<file path="src/design/mtcp_pkg.sv">
package mtcp_pkg;

  // Number of holding registers; register address k maps to entry k-1.
  localparam int NUM_HOLD_REGS = 5;
  localparam int REG_IDX_W = (NUM_HOLD_REGS > 1) ? $clog2(NUM_HOLD_REGS) : 1;

  // Frame bytes 0..11 are kept; byte 12 (FC16 byte count) is never used.
  localparam int HDR_KEEP = 12;

  localparam logic [7:0]  FC_READ         = 8'h03;
  localparam logic [7:0]  FC_WRITE_SINGLE = 8'h06;
  localparam logic [7:0]  FC_WRITE_MULTI  = 8'h10;
  localparam logic [7:0]  EXC_FLAG        = 8'h80;
  localparam logic [7:0]  EXC_ILLEGAL_FUNC = 8'h01;
  localparam logic [7:0]  EXC_ILLEGAL_ADDR = 8'h02;
  localparam logic [7:0]  UNIT_BROADCAST  = 8'hFF;
  localparam logic [15:0] PDU_MAX         = 16'd249;

  localparam logic [7:0]  UNIT_ADDR_RESET   = 8'd1;
  localparam logic [31:0] MASTER_ADDR_RESET = 32'hC0A8_0A0A;

  typedef enum logic {
    CFG_UNIT_ADDR   = 1'b0,
    CFG_MASTER_ADDR = 1'b1
  } cfg_reg_e;

  typedef enum logic [1:0] {
    KIND_READ,
    KIND_WRITE_SINGLE,
    KIND_WRITE_MULTI,
    KIND_EXCEPTION
  } resp_kind_e;

  typedef enum logic {
    BK_IDLE,
    BK_EMIT
  } back_state_e;

  // One complete, header-checked request as handed from intake to execution.
  typedef struct packed {
    logic [HDR_KEEP-1:0][7:0]       hdr;
    logic [NUM_HOLD_REGS-1:0][15:0] stg;
    logic [31:0]                    src;
  } mtcp_cmd_t;

  function automatic logic [15:0] hr_reset_value(input int idx);
    logic [15:0] v;
    v = 16'd0;
    if (idx == 3) v = 16'd250;
    if (idx == 4) v = 16'd1013;
    return v;
  endfunction

endpackage

</file>
<file path="src/design/mtcp_front.sv">
module mtcp_front
  import mtcp_pkg::*;
(
  input  logic        clk_i,
  input  logic        rst_ni,
  input  logic        in_valid_i,
  output logic        in_ready_o,
  input  logic [7:0]  request_byte_i,
  input  logic        frame_start_i,
  input  logic [31:0] source_address_i,
  input  logic [7:0]  unit_address_i,
  input  logic        q_full_i,
  output logic        q_push_o,
  output mtcp_cmd_t   q_cmd_o
);

  logic [8:0]                     pos_q, pos_d;
  logic                           rej_q, rej_d;
  logic [HDR_KEEP-1:0][7:0]       hdr_q, hdr_d;
  logic [NUM_HOLD_REGS-1:0][15:0] stg_q, stg_d;

  logic        take;
  logic        active;
  logic [8:0]  pos_n;
  logic [8:0]  data_off;
  logic [8:0]  word_idx;
  logic [15:0] pdu_len;
  logic        hdr_ok;
  logic        done;

  assign in_ready_o = !q_full_i;
  assign take       = in_valid_i && in_ready_o;

  always_comb begin
    pos_d    = pos_q;
    rej_d    = rej_q;
    hdr_d    = hdr_q;
    stg_d    = stg_q;
    active   = 1'b0;
    pos_n    = pos_q;
    data_off = 9'd0;
    word_idx = 9'd0;
    if (take) begin
      if (frame_start_i) begin
        pos_d = 9'd0;
        rej_d = 1'b0;
        hdr_d = '0;
        stg_d = '0;
      end
      active = !rej_d;
      if (active) begin
        data_off = pos_d - 9'd13;
        word_idx = data_off >> 1;
        if (pos_d < 9'(HDR_KEEP)) begin
          hdr_d[pos_d[3:0]] = request_byte_i;
        end else if (pos_d >= 9'd13 && word_idx < 9'(NUM_HOLD_REGS)) begin
          if (data_off[0]) begin
            stg_d[word_idx[REG_IDX_W-1:0]][7:0] = request_byte_i;
          end else begin
            stg_d[word_idx[REG_IDX_W-1:0]][15:8] = request_byte_i;
          end
        end
        pos_n = pos_d + 9'd1;
        pos_d = pos_n;
      end
    end
    pdu_len = {hdr_d[4], hdr_d[5]} - 16'd1;
    hdr_ok  = ({hdr_d[2], hdr_d[3]} == 16'd0)
           && (hdr_d[6] == unit_address_i || hdr_d[6] == UNIT_BROADCAST)
           && (pdu_len != 16'd0) && (pdu_len <= PDU_MAX);
    // Header is judged when byte 6 (unit id) has just arrived.
    done = active && (pos_n >= 9'd8) && ({7'd0, pos_n} == pdu_len + 16'd7);
    if (active && pos_n == 9'd7 && !hdr_ok) rej_d = 1'b1;
    if (done) rej_d = 1'b1;
  end

  assign q_push_o    = done;
  assign q_cmd_o.hdr = hdr_d;
  assign q_cmd_o.stg = stg_d;
  assign q_cmd_o.src = source_address_i;

  always_ff @(posedge clk_i or negedge rst_ni) begin
    if (!rst_ni) begin
      pos_q <= 9'd0;
      rej_q <= 1'b0;
      hdr_q <= '0;
      stg_q <= '0;
    end else begin
      pos_q <= pos_d;
      rej_q <= rej_d;
      hdr_q <= hdr_d;
      stg_q <= stg_d;
    end
  end

endmodule

</file>
<file path="src/design/mtcp_cmd_fifo.sv">
module mtcp_cmd_fifo
  import mtcp_pkg::*;
(
  input  logic      clk_i,
  input  logic      rst_ni,
  input  logic      push_i,
  input  mtcp_cmd_t push_cmd_i,
  output logic      full_o,
  output logic      valid_o,
  output mtcp_cmd_t head_o,
  input  logic      pop_i
);

  mtcp_cmd_t  mem_q [2];
  logic       wr_ptr_q, rd_ptr_q;
  logic [1:0] count_q;
  logic       do_push, do_pop;

  assign full_o  = (count_q == 2'd2);
  assign valid_o = (count_q != 2'd0);
  assign head_o  = mem_q[rd_ptr_q];
  assign do_push = push_i && !full_o;
  assign do_pop  = pop_i && valid_o;

  always_ff @(posedge clk_i or negedge rst_ni) begin
    if (!rst_ni) begin
      wr_ptr_q <= 1'b0;
      rd_ptr_q <= 1'b0;
      count_q  <= 2'd0;
    end else begin
      if (do_push) wr_ptr_q <= !wr_ptr_q;
      if (do_pop) rd_ptr_q <= !rd_ptr_q;
      count_q <= count_q + {1'b0, do_push} - {1'b0, do_pop};
    end
  end

  always_ff @(posedge clk_i) begin
    if (do_push) mem_q[wr_ptr_q] <= push_cmd_i;
  end

endmodule

</file>
<file path="src/design/mtcp_back.sv">
module mtcp_back
  import mtcp_pkg::*;
(
  input  logic        clk_i,
  input  logic        rst_ni,
  input  logic        cmd_valid_i,
  input  mtcp_cmd_t   cmd_i,
  output logic        cmd_pop_o,
  input  logic [31:0] master_address_i,
  output logic        out_valid_o,
  input  logic        out_ready_i,
  output logic [7:0]  response_byte_o,
  output logic        response_last_o,
  output logic [31:0] reads_seen_o,
  output logic [31:0] writes_done_o,
  output logic        intrusion_seen_o,
  output logic [31:0] intruder_address_o
);

  back_state_e                    state_q, state_d;
  resp_kind_e                     kind_q, kind_d;
  logic [HDR_KEEP-1:0][7:0]       hdr_q, hdr_d;
  logic [REG_IDX_W-1:0]           base_q, base_d;
  logic [7:0]                     qty2_q, qty2_d;
  logic [7:0]                     code_q, code_d;
  logic [7:0]                     exc_q, exc_d;
  logic [5:0]                     len_q, len_d;
  logic [5:0]                     idx_q, idx_d;
  logic [NUM_HOLD_REGS-1:0][15:0] hr_q, hr_d;
  logic [31:0]                    reads_q, reads_d;
  logic [31:0]                    writes_q, writes_d;
  logic                           intr_q, intr_d;
  logic [31:0]                    intr_addr_q, intr_addr_d;
  logic                           out_valid_q, out_valid_d;
  logic [7:0]                     out_byte_q;
  logic                           out_last_q;
  logic [31:0]                    out_reads_q, out_writes_q, out_intr_addr_q;
  logic                           out_intr_q;

  logic [7:0]           fc;
  logic [15:0]          first, qty;
  logic [16:0]          span;
  logic                 multi_bad, single_bad;
  logic [REG_IDX_W-1:0] base;
  logic [REG_IDX_W-1:0] off;
  logic                 note_write;
  logic                 load;
  logic [5:0]           rel;
  logic [REG_IDX_W-1:0] ridx;
  logic [15:0]          rd_word;
  logic [7:0]           reg_byte;
  logic [7:0]           byte_sel;

  assign fc    = cmd_i.hdr[7];
  assign first = {cmd_i.hdr[8], cmd_i.hdr[9]};
  assign qty   = {cmd_i.hdr[10], cmd_i.hdr[11]};
  assign span  = {1'b0, first} + {1'b0, qty};
  assign multi_bad  = (first == 16'd0) || (qty == 16'd0) || (span > 17'(NUM_HOLD_REGS + 1));
  assign single_bad = (first == 16'd0) || (first > 16'(NUM_HOLD_REGS));
  assign base  = REG_IDX_W'(first - 16'd1);

  // Response byte selection for the current index.
  assign rel      = idx_q - 6'd9;
  assign ridx     = base_q + REG_IDX_W'(rel[5:1]);
  assign rd_word  = hr_q[ridx];
  assign reg_byte = rel[0] ? rd_word[7:0] : rd_word[15:8];

  always_comb begin
    byte_sel = hdr_q[idx_q[3:0]];
    if (kind_q != KIND_WRITE_SINGLE) begin
      case (idx_q) inside
        6'd0, 6'd1, 6'd6: byte_sel = hdr_q[idx_q[3:0]];
        [6'd2:6'd4]:      byte_sel = 8'd0;
        6'd5: begin
          case (kind_q)
            KIND_READ:        byte_sel = 8'd3 + qty2_q;
            KIND_WRITE_MULTI: byte_sel = 8'd6;
            default:          byte_sel = 8'd3;
          endcase
        end
        6'd7:    byte_sel = code_q;
        6'd8: begin
          case (kind_q)
            KIND_READ:        byte_sel = qty2_q;
            KIND_WRITE_MULTI: byte_sel = hdr_q[8];
            default:          byte_sel = exc_q;
          endcase
        end
        default: byte_sel = (kind_q == KIND_READ) ? reg_byte : hdr_q[idx_q[3:0]];
      endcase
    end
  end

  always_comb begin
    state_d     = state_q;
    kind_d      = kind_q;
    hdr_d       = hdr_q;
    base_d      = base_q;
    qty2_d      = qty2_q;
    code_d      = code_q;
    exc_d       = exc_q;
    len_d       = len_q;
    idx_d       = idx_q;
    hr_d        = hr_q;
    reads_d     = reads_q;
    writes_d    = writes_q;
    intr_d      = intr_q;
    intr_addr_d = intr_addr_q;
    cmd_pop_o   = 1'b0;
    note_write  = 1'b0;
    load        = 1'b0;
    off         = '0;
    case (state_q)
      BK_IDLE: begin
        if (cmd_valid_i) begin
          cmd_pop_o = 1'b1;
          hdr_d     = cmd_i.hdr;
          base_d    = base;
          qty2_d    = {qty[6:0], 1'b0};
          idx_d     = 6'd0;
          state_d   = BK_EMIT;
          code_d    = fc | EXC_FLAG;
          exc_d     = EXC_ILLEGAL_ADDR;
          kind_d    = KIND_EXCEPTION;
          len_d     = 6'd9;
          case (fc)
            FC_READ: begin
              reads_d = reads_q + 32'd1;
              if (!multi_bad) begin
                kind_d = KIND_READ;
                code_d = FC_READ;
                len_d  = 6'd9 + {qty[4:0], 1'b0};
              end
            end
            FC_WRITE_SINGLE: begin
              if (!single_bad) begin
                kind_d     = KIND_WRITE_SINGLE;
                len_d      = 6'd12;
                hr_d[base] = qty;
                note_write = 1'b1;
              end
            end
            FC_WRITE_MULTI: begin
              if (!multi_bad) begin
                kind_d     = KIND_WRITE_MULTI;
                code_d     = FC_WRITE_MULTI;
                len_d      = 6'd12;
                note_write = 1'b1;
                for (int i = 0; i < NUM_HOLD_REGS; i++) begin
                  off = REG_IDX_W'(i) - base;
                  if (REG_IDX_W'(i) >= base && 16'(off) < qty) hr_d[i] = cmd_i.stg[off];
                end
              end
            end
            default: exc_d = EXC_ILLEGAL_FUNC;
          endcase
        end
      end
      BK_EMIT: begin
        if (!out_valid_q || out_ready_i) begin
          load  = 1'b1;
          idx_d = idx_q + 6'd1;
          if (idx_q == len_q - 6'd1) state_d = BK_IDLE;
        end
      end
      default: state_d = BK_IDLE;
    endcase
    if (note_write) begin
      writes_d = writes_q + 32'd1;
      if (cmd_i.src != master_address_i) begin
        intr_d      = 1'b1;
        intr_addr_d = cmd_i.src;
      end
    end
    out_valid_d = out_valid_q && !out_ready_i;
    if (load) out_valid_d = 1'b1;
  end

  always_ff @(posedge clk_i or negedge rst_ni) begin
    if (!rst_ni) begin
      state_q     <= BK_IDLE;
      idx_q       <= 6'd0;
      len_q       <= 6'd9;
      kind_q      <= KIND_EXCEPTION;
      reads_q     <= 32'd0;
      writes_q    <= 32'd0;
      intr_q      <= 1'b0;
      intr_addr_q <= 32'd0;
      out_valid_q <= 1'b0;
      for (int i = 0; i < NUM_HOLD_REGS; i++) hr_q[i] <= hr_reset_value(i);
    end else begin
      state_q     <= state_d;
      idx_q       <= idx_d;
      len_q       <= len_d;
      kind_q      <= kind_d;
      reads_q     <= reads_d;
      writes_q    <= writes_d;
      intr_q      <= intr_d;
      intr_addr_q <= intr_addr_d;
      out_valid_q <= out_valid_d;
      hr_q        <= hr_d;
    end
  end

  always_ff @(posedge clk_i) begin
    hdr_q  <= hdr_d;
    base_q <= base_d;
    qty2_q <= qty2_d;
    code_q <= code_d;
    exc_q  <= exc_d;
    if (load) begin
      out_byte_q      <= byte_sel;
      out_last_q      <= (idx_q == len_q - 6'd1);
      out_reads_q     <= reads_q;
      out_writes_q    <= writes_q;
      out_intr_q      <= intr_q;
      out_intr_addr_q <= intr_addr_q;
    end
  end

  assign out_valid_o        = out_valid_q;
  assign response_byte_o    = out_byte_q;
  assign response_last_o    = out_last_q;
  assign reads_seen_o       = out_reads_q;
  assign writes_done_o      = out_writes_q;
  assign intrusion_seen_o   = out_intr_q;
  assign intruder_address_o = out_intr_addr_q;

`ifndef SYNTH
  a_idx_in_frame: assert property (@(posedge clk_i) disable iff (!rst_ni)
    (state_q == BK_EMIT) |-> (idx_q < len_q))
    else $error("response index ran past the frame length");

  a_write_len: assert property (@(posedge clk_i) disable iff (!rst_ni)
    (state_q == BK_EMIT && (kind_q == KIND_WRITE_SINGLE || kind_q == KIND_WRITE_MULTI))
    |-> (len_q == 6'd12))
    else $error("write response is not twelve words long");

  a_counters_hold: assert property (@(posedge clk_i) disable iff (!rst_ni)
    (state_q == BK_EMIT) |=> ($stable(writes_q) && $stable(reads_q) && $stable(hr_q)))
    else $error("state changed while a response was being sent");

  a_intr_sticky: assert property (@(posedge clk_i) disable iff (!rst_ni)
    intr_q |=> intr_q)
    else $error("intrusion flag cleared");
`endif

endmodule

</file>
<file path="src/design/modbus_tcp_holding_register_slave.sv">
// Modbus TCP holding-register server for function codes 03, 06 and 16.
// Request words enter on the in channel (valid/ready), one frame byte per
// word, with frame_start_i on the first byte of a frame and the client IPv4
// address alongside. Frames with a bad MBAP header are dropped silently.
// Each answered frame produces a response of 9 to 19 words on the out
// channel (valid/ready); response_last_o marks the final word, and every
// word carries the poll, write and intrusion status as of that request.
// Intake takes one word per cycle while in_ready_o is high. A completed
// frame is queued (two deep); its response then leaves one word per cycle
// while out_ready_i is high. The in channel stalls only while two complete
// frames wait in the queue, so a stalled receiver holds intake back after
// at most three frames. Configuration writes (cfg_we_i, cfg_idx_i,
// cfg_data_i) take effect at the clock edge; the user must make them while
// no request is in flight, as the block does not enforce this. Reset
// restores unit id 1, the default master address, the register reset values
// and clears all counters and flags; the block is ready right after reset.
module modbus_tcp_holding_register_slave
  import mtcp_pkg::*;
(
  input  logic        clk_i,
  input  logic        rst_ni,
  input  logic        cfg_we_i,
  input  logic        cfg_idx_i,
  input  logic [31:0] cfg_data_i,
  input  logic        in_valid_i,
  output logic        in_ready_o,
  input  logic [7:0]  request_byte_i,
  input  logic        frame_start_i,
  input  logic [31:0] source_address_i,
  output logic        out_valid_o,
  input  logic        out_ready_i,
  output logic [7:0]  response_byte_o,
  output logic        response_last_o,
  output logic [31:0] reads_seen_o,
  output logic [31:0] writes_done_o,
  output logic        intrusion_seen_o,
  output logic [31:0] intruder_address_o
);

  logic [7:0]  unit_addr_q;
  logic [31:0] master_addr_q;

  logic      q_full, q_push, q_valid, q_pop;
  mtcp_cmd_t q_push_cmd, q_head;

  always_ff @(posedge clk_i or negedge rst_ni) begin
    if (!rst_ni) begin
      unit_addr_q   <= UNIT_ADDR_RESET;
      master_addr_q <= MASTER_ADDR_RESET;
    end else if (cfg_we_i) begin
      case (cfg_reg_e'(cfg_idx_i))
        CFG_UNIT_ADDR:   unit_addr_q   <= cfg_data_i[7:0];
        CFG_MASTER_ADDR: master_addr_q <= cfg_data_i;
        default:         master_addr_q <= master_addr_q;
      endcase
    end
  end

  mtcp_front u_front (
    .clk_i            (clk_i),
    .rst_ni           (rst_ni),
    .in_valid_i       (in_valid_i),
    .in_ready_o       (in_ready_o),
    .request_byte_i   (request_byte_i),
    .frame_start_i    (frame_start_i),
    .source_address_i (source_address_i),
    .unit_address_i   (unit_addr_q),
    .q_full_i         (q_full),
    .q_push_o         (q_push),
    .q_cmd_o          (q_push_cmd)
  );

  mtcp_cmd_fifo u_fifo (
    .clk_i      (clk_i),
    .rst_ni     (rst_ni),
    .push_i     (q_push),
    .push_cmd_i (q_push_cmd),
    .full_o     (q_full),
    .valid_o    (q_valid),
    .head_o     (q_head),
    .pop_i      (q_pop)
  );

  mtcp_back u_back (
    .clk_i              (clk_i),
    .rst_ni             (rst_ni),
    .cmd_valid_i        (q_valid),
    .cmd_i              (q_head),
    .cmd_pop_o          (q_pop),
    .master_address_i   (master_addr_q),
    .out_valid_o        (out_valid_o),
    .out_ready_i        (out_ready_i),
    .response_byte_o    (response_byte_o),
    .response_last_o    (response_last_o),
    .reads_seen_o       (reads_seen_o),
    .writes_done_o      (writes_done_o),
    .intrusion_seen_o   (intrusion_seen_o),
    .intruder_address_o (intruder_address_o)
  );

endmodule

</file>
<file path="config.mk">
export PLATFORM = sky130hd
export DESIGN_NAME = modbus_tcp_holding_register_slave
export DESIGN_NICKNAME = d
export VERILOG_FILES = /design/src/design/mtcp_pkg.sv /design/src/design/mtcp_front.sv /design/src/design/mtcp_cmd_fifo.sv /design/src/design/mtcp_back.sv /design/src/design/modbus_tcp_holding_register_slave.sv
export SDC_FILE = /design/constraint.sdc
export NUM_CORES = 2
export LEC_CHECK = 0
export BUFFER_PORTS_ARGS = -buffer_cell sky130_fd_sc_hd__buf_2
export CORE_MARGIN = 2
export CORE_UTILIZATION = 50
export CTS_CLUSTER_DIAMETER = 120
export CTS_CLUSTER_SIZE = 30
export DETAILED_ROUTE_END_ITERATION = 12
export GPL_TIMING_DRIVEN = 0
export PLACE_DENSITY = 0.78
export SYNTH_ARGS = -nofsm -noshare
export SYNTH_HDL_FRONTEND = slang
export SYNTH_SLANG_ARGS = --single-unit
</file>
<file path="constraint.sdc">
create_clock -name clk_i -period 18.02 [get_ports clk_i]
set_input_delay 0 -clock clk_i [delete_from_list [all_inputs] [get_ports clk_i]]
set_output_delay 0 -clock clk_i [all_outputs]
set_load 0.1 [all_outputs]
</file>
==> impl_metrics.env <==
export IMPL_status="finished, final reports clean"
export IMPL_path_clk_slew_ns=0.12
export IMPL_wl_met1_um=56600
export IMPL_met2_length_um=66000
export IMPL_netlist_top_cells_area="edfxtp_1 39%, dfrtp_1 21%, mux2_2 5.6%"
export IMPL_vdd_drop_max_mv=0.0684
export IMPL_io_pins=187
export IMPL_die_w_um=314
export IMPL_synth_edf_count=631
export IMPL_row_count=113
export IMPL_path_delay_family="buffers and inverters"
export IMPL_first_iter_violations=4698
export IMPL_cp_endpoint="u_back.intr_addr_q[29]"
export IMPL_startpoint="u_fifo.rd_ptr_q"
export IMPL_ant_nets=0
export IMPL_postCtsSetupBuffers=0
export IMPL_yosysTopAreaCell="edfxtp_1"
export IMPL_worstSetupPathType="flop to flop"
export IMPL_syn_to_final_growth_pct=10.9
export IMPL_finalWeightedCongestion=0.961
export IMPL_fin_crit_sh_pct=52.0
export IMPL_startpoint_type="flop"
export IMPL_syn_area_um2=48200
export IMPL_grt_max_degree=118
export IMPL_stdcell_count=5480
export IMPL_netlist_top_cells_count="631 x edfxtp_1, 395 x dfrtp_1, 367 x nand2_1, 241 x mux2_2, 206 x o21ai_0"
export IMPL_tightest_slew_ns=1.36
export IMPL_cts_root_buf="clkbuf_16"
export IMPL_ys_seq_area_share_pct=61.3
export IMPL_synth_seq_cells=1054
export IMPL_ys_warn_count=0
export IMPL_critPathRequiredTime_ns=18.59
export IMPL_async_flop_share_pct=40.1
export IMPL_p_per_area_nw_per_um2=90.3
export IMPL_syn_num_nets=3968
export IMPL_crit_chain="buf_2, buf_2, buf_2, buf_2, buf_1, clkbuf_1, clkbuf_1, clkbuf_1, buf_1, mux2_2, ha_1, inv_1, o221a_2, o311ai_0, nor2_1, nand4b_1, a211oi_1, o311a_1, and3_1, a41oi_1, clkbuf_1, nor2_1, clkbuf_1, mux2i_1"
export IMPL_hpwl_um=104000
export IMPL_reg2reg_depth=24
export IMPL_crit_cells=24
export IMPL_dieArea_um2=98900
export IMPL_track_usage_pct=28.2
export IMPL_drc=0
export IMPL_path_buf_inv=12
export IMPL_coreArea_um2=95300
export IMPL_dominantRegCellSynth="edfxtp_1"
export IMPL_synth_cells=3829
export IMPL_cts_tree="yes"
export IMPL_vias=33800
export IMPL_cts_repair_resize_count=0
export IMPL_grt_pass1_vias=32600
export IMPL_diodes=0
export IMPL_maxCapViolCount=0
export IMPL_clockBufferDepth=3
export IMPL_fill_cells=7760
export IMPL_wl_met3_um=13400
export IMPL_period_minus_slack_ns=9.36
export IMPL_crit_path_max_fanout=10
export IMPL_top_layer="met5"
export IMPL_yosysTopAreaCellShare_pct=39.3
export IMPL_placed_cells=5325
export IMPL_drt_total_wl_um=141000
export IMPL_reg2reg_to="u_back.intr_addr_q[29]"
export IMPL_cts_inserted_buffers=42
export IMPL_r2r_start="u_fifo.rd_ptr_q"
export IMPL_post_drt_wl_per_cell_um=25.8
export IMPL_crit_slowest_cell="clkbuf_1"
export IMPL_fin_skew_ns=0.0545
export IMPL_avgViaCountPerCell=6.17
export IMPL_multi_input_area_um2=17400
export IMPL_setup_viol_count_final=0
export IMPL_whs_ns=0.0570
export IMPL_slew_violations=0
export IMPL_nNetsFinal=4320
export IMPL_setup_tns_ns=0
export IMPL_yosysMostFrequentCell="edfxtp_1"
export IMPL_antenna_found_initial=3
export IMPL_die_y_um=314
export IMPL_overflow=0
export IMPL_synth_cell_type_count=84
export IMPL_cts_num_sinks=1054
export IMPL_hp_class="input pin to flop"
export IMPL_grt_first_pass_wirelength_um=209000
export IMPL_crit_path_max_incr_delay_ns=0.82
export IMPL_power_leakage_uw=0.0205
export IMPL_rsz0062_at_grt="false"
export IMPL_ctsHtreeMaxLevel=2
export IMPL_r2r_setup_slack_ns=8.66
export IMPL_initial_core_util_pct=50.6
export IMPL_postSynthAreaPerCell_um2=12.6
export IMPL_slew_headroom_pct=8.54
export IMPL_arrival_ns=9.93
export IMPL_dr_pass1_iters=7
export IMPL_cp_common_cell="clkbuf_1"
export IMPL_fmax_ghz=0.107
export IMPL_seq_area_um2=29600
export IMPL_portBuffers=183
export IMPL_hold_violations=0
export IMPL_cp_end_kind="flop"
export IMPL_drive_gt1_share_pct=15.0
export IMPL_finish_utilization_pct=56.1
export IMPL_clock_latency_ns=0.67
## power by group
part / internal (uW) / switching, uW
clock network: 467 / 753
logic: 297 / 652
registers: 2620 / 33.2
## logic make-up (layout without fill, tap and decap cells)
kind of cell,after synthesis,count (layout),share of synthesized area [%]
buf+inv,326,712,2.59
flops,1054,1054,61.3
xor+xnor,153,153,2.78
simple gates,955,955,9.41
mux,469,469,11.4
compound gates,811,811,10.9
fa+ha+maj,61,61,1.62
## per-layer routing
metal,vias to the layer above,track usage (%)
met4,4,9.73
met3,249,5.73
met5,-,0
li1,14900,-
met1,16900,38.8
met2,1739,44.9
## repair_timing
action / 4_1_cts / 5_1_grt
endpoints found under the hold margin: 331 / 0
setup endpoints to repair: 0 / 0
hold buffers: 77 / 0
## area by class of cell
type                    count  share of cell area, %
clock buffers              72                   2.20
plain buffers             221                   1.60
inverters                 105                  0.756
well taps                1265                   2.96
repair buffers            308                   4.38
clock inverters             6                  0.250
multi-input cells        2449                   32.5
flip-flops and latches   1054                   55.3
## worst min-delay path by stage
stage | start | to | slack (ns) | depth (start not counted)
after detailed placement | rst_ni | u_back.intr_addr_q[6] | -0.1 | 1
after CTS | source_address_i[27] | u_fifo.mem_q[1][27] | 0.03 | 2
after global routing | source_address_i[22] | u_fifo.mem_q[1][22] | 0.06 | 2
after global placement | source_address_i[12] | u_fifo.mem_q[1][12] | 0.19 | 1
after floorplan | rst_ni | master_addr_q[0] | -0.30 | 0
final | source_address_i[22] | u_fifo.mem_q[1][22] | 0.06 | 2
## sequential cells by signal, indices dropped and copies added (netlist names), 32 cells and up
name                       cells
u_back.reads_seen_o           32
u_back.writes_done_o          32
u_back.hdr_q                  96
u_back.hr_q                   80
u_back.intr_addr_q            32
master_addr_q                 32
u_back.reads_q                32
u_front.hdr_q                 96
u_back.intruder_address_o     32
u_back.writes_q               32
u_fifo.mem_q                 416
u_front.stg_q                 80
## per-stage QoR
step           instance area, um^2  power [uW]  setup WS, ns
2_1_floorplan                48200        3340         -1.33
3_3_place_gp                 50700        3620        -11.34
3_5_place_dp                 51400        3630          8.87
4_1_cts                      53500        4830          8.82
5_1_grt                      53500        4980          8.31
6_report                     53500        4830          8.66
## layout by cell type (no fill, tap or decap), types with 40 or more instances in the layout
master           n
dlygate4sd3_1   76
edfxtp_1       631
a22o_1          98
mux2i_1        188
xor2_1          57
nor2b_1         66
mux4_2          40
clkbuf_16       42
a211oi_1        61
nand3_1         51
nor3_1          83
o21ai_0        206
nand2_1        367
nor2_1         185
xnor2_1         96
nand4_1         41
buf_2          189
dfrtp_1        395
a21oi_1        198
ha_1            57
a22oi_1         41
mux2_2         241
inv_1           97
clkbuf_1       205
No activity file was read; power rests on OpenSTA's default activity.
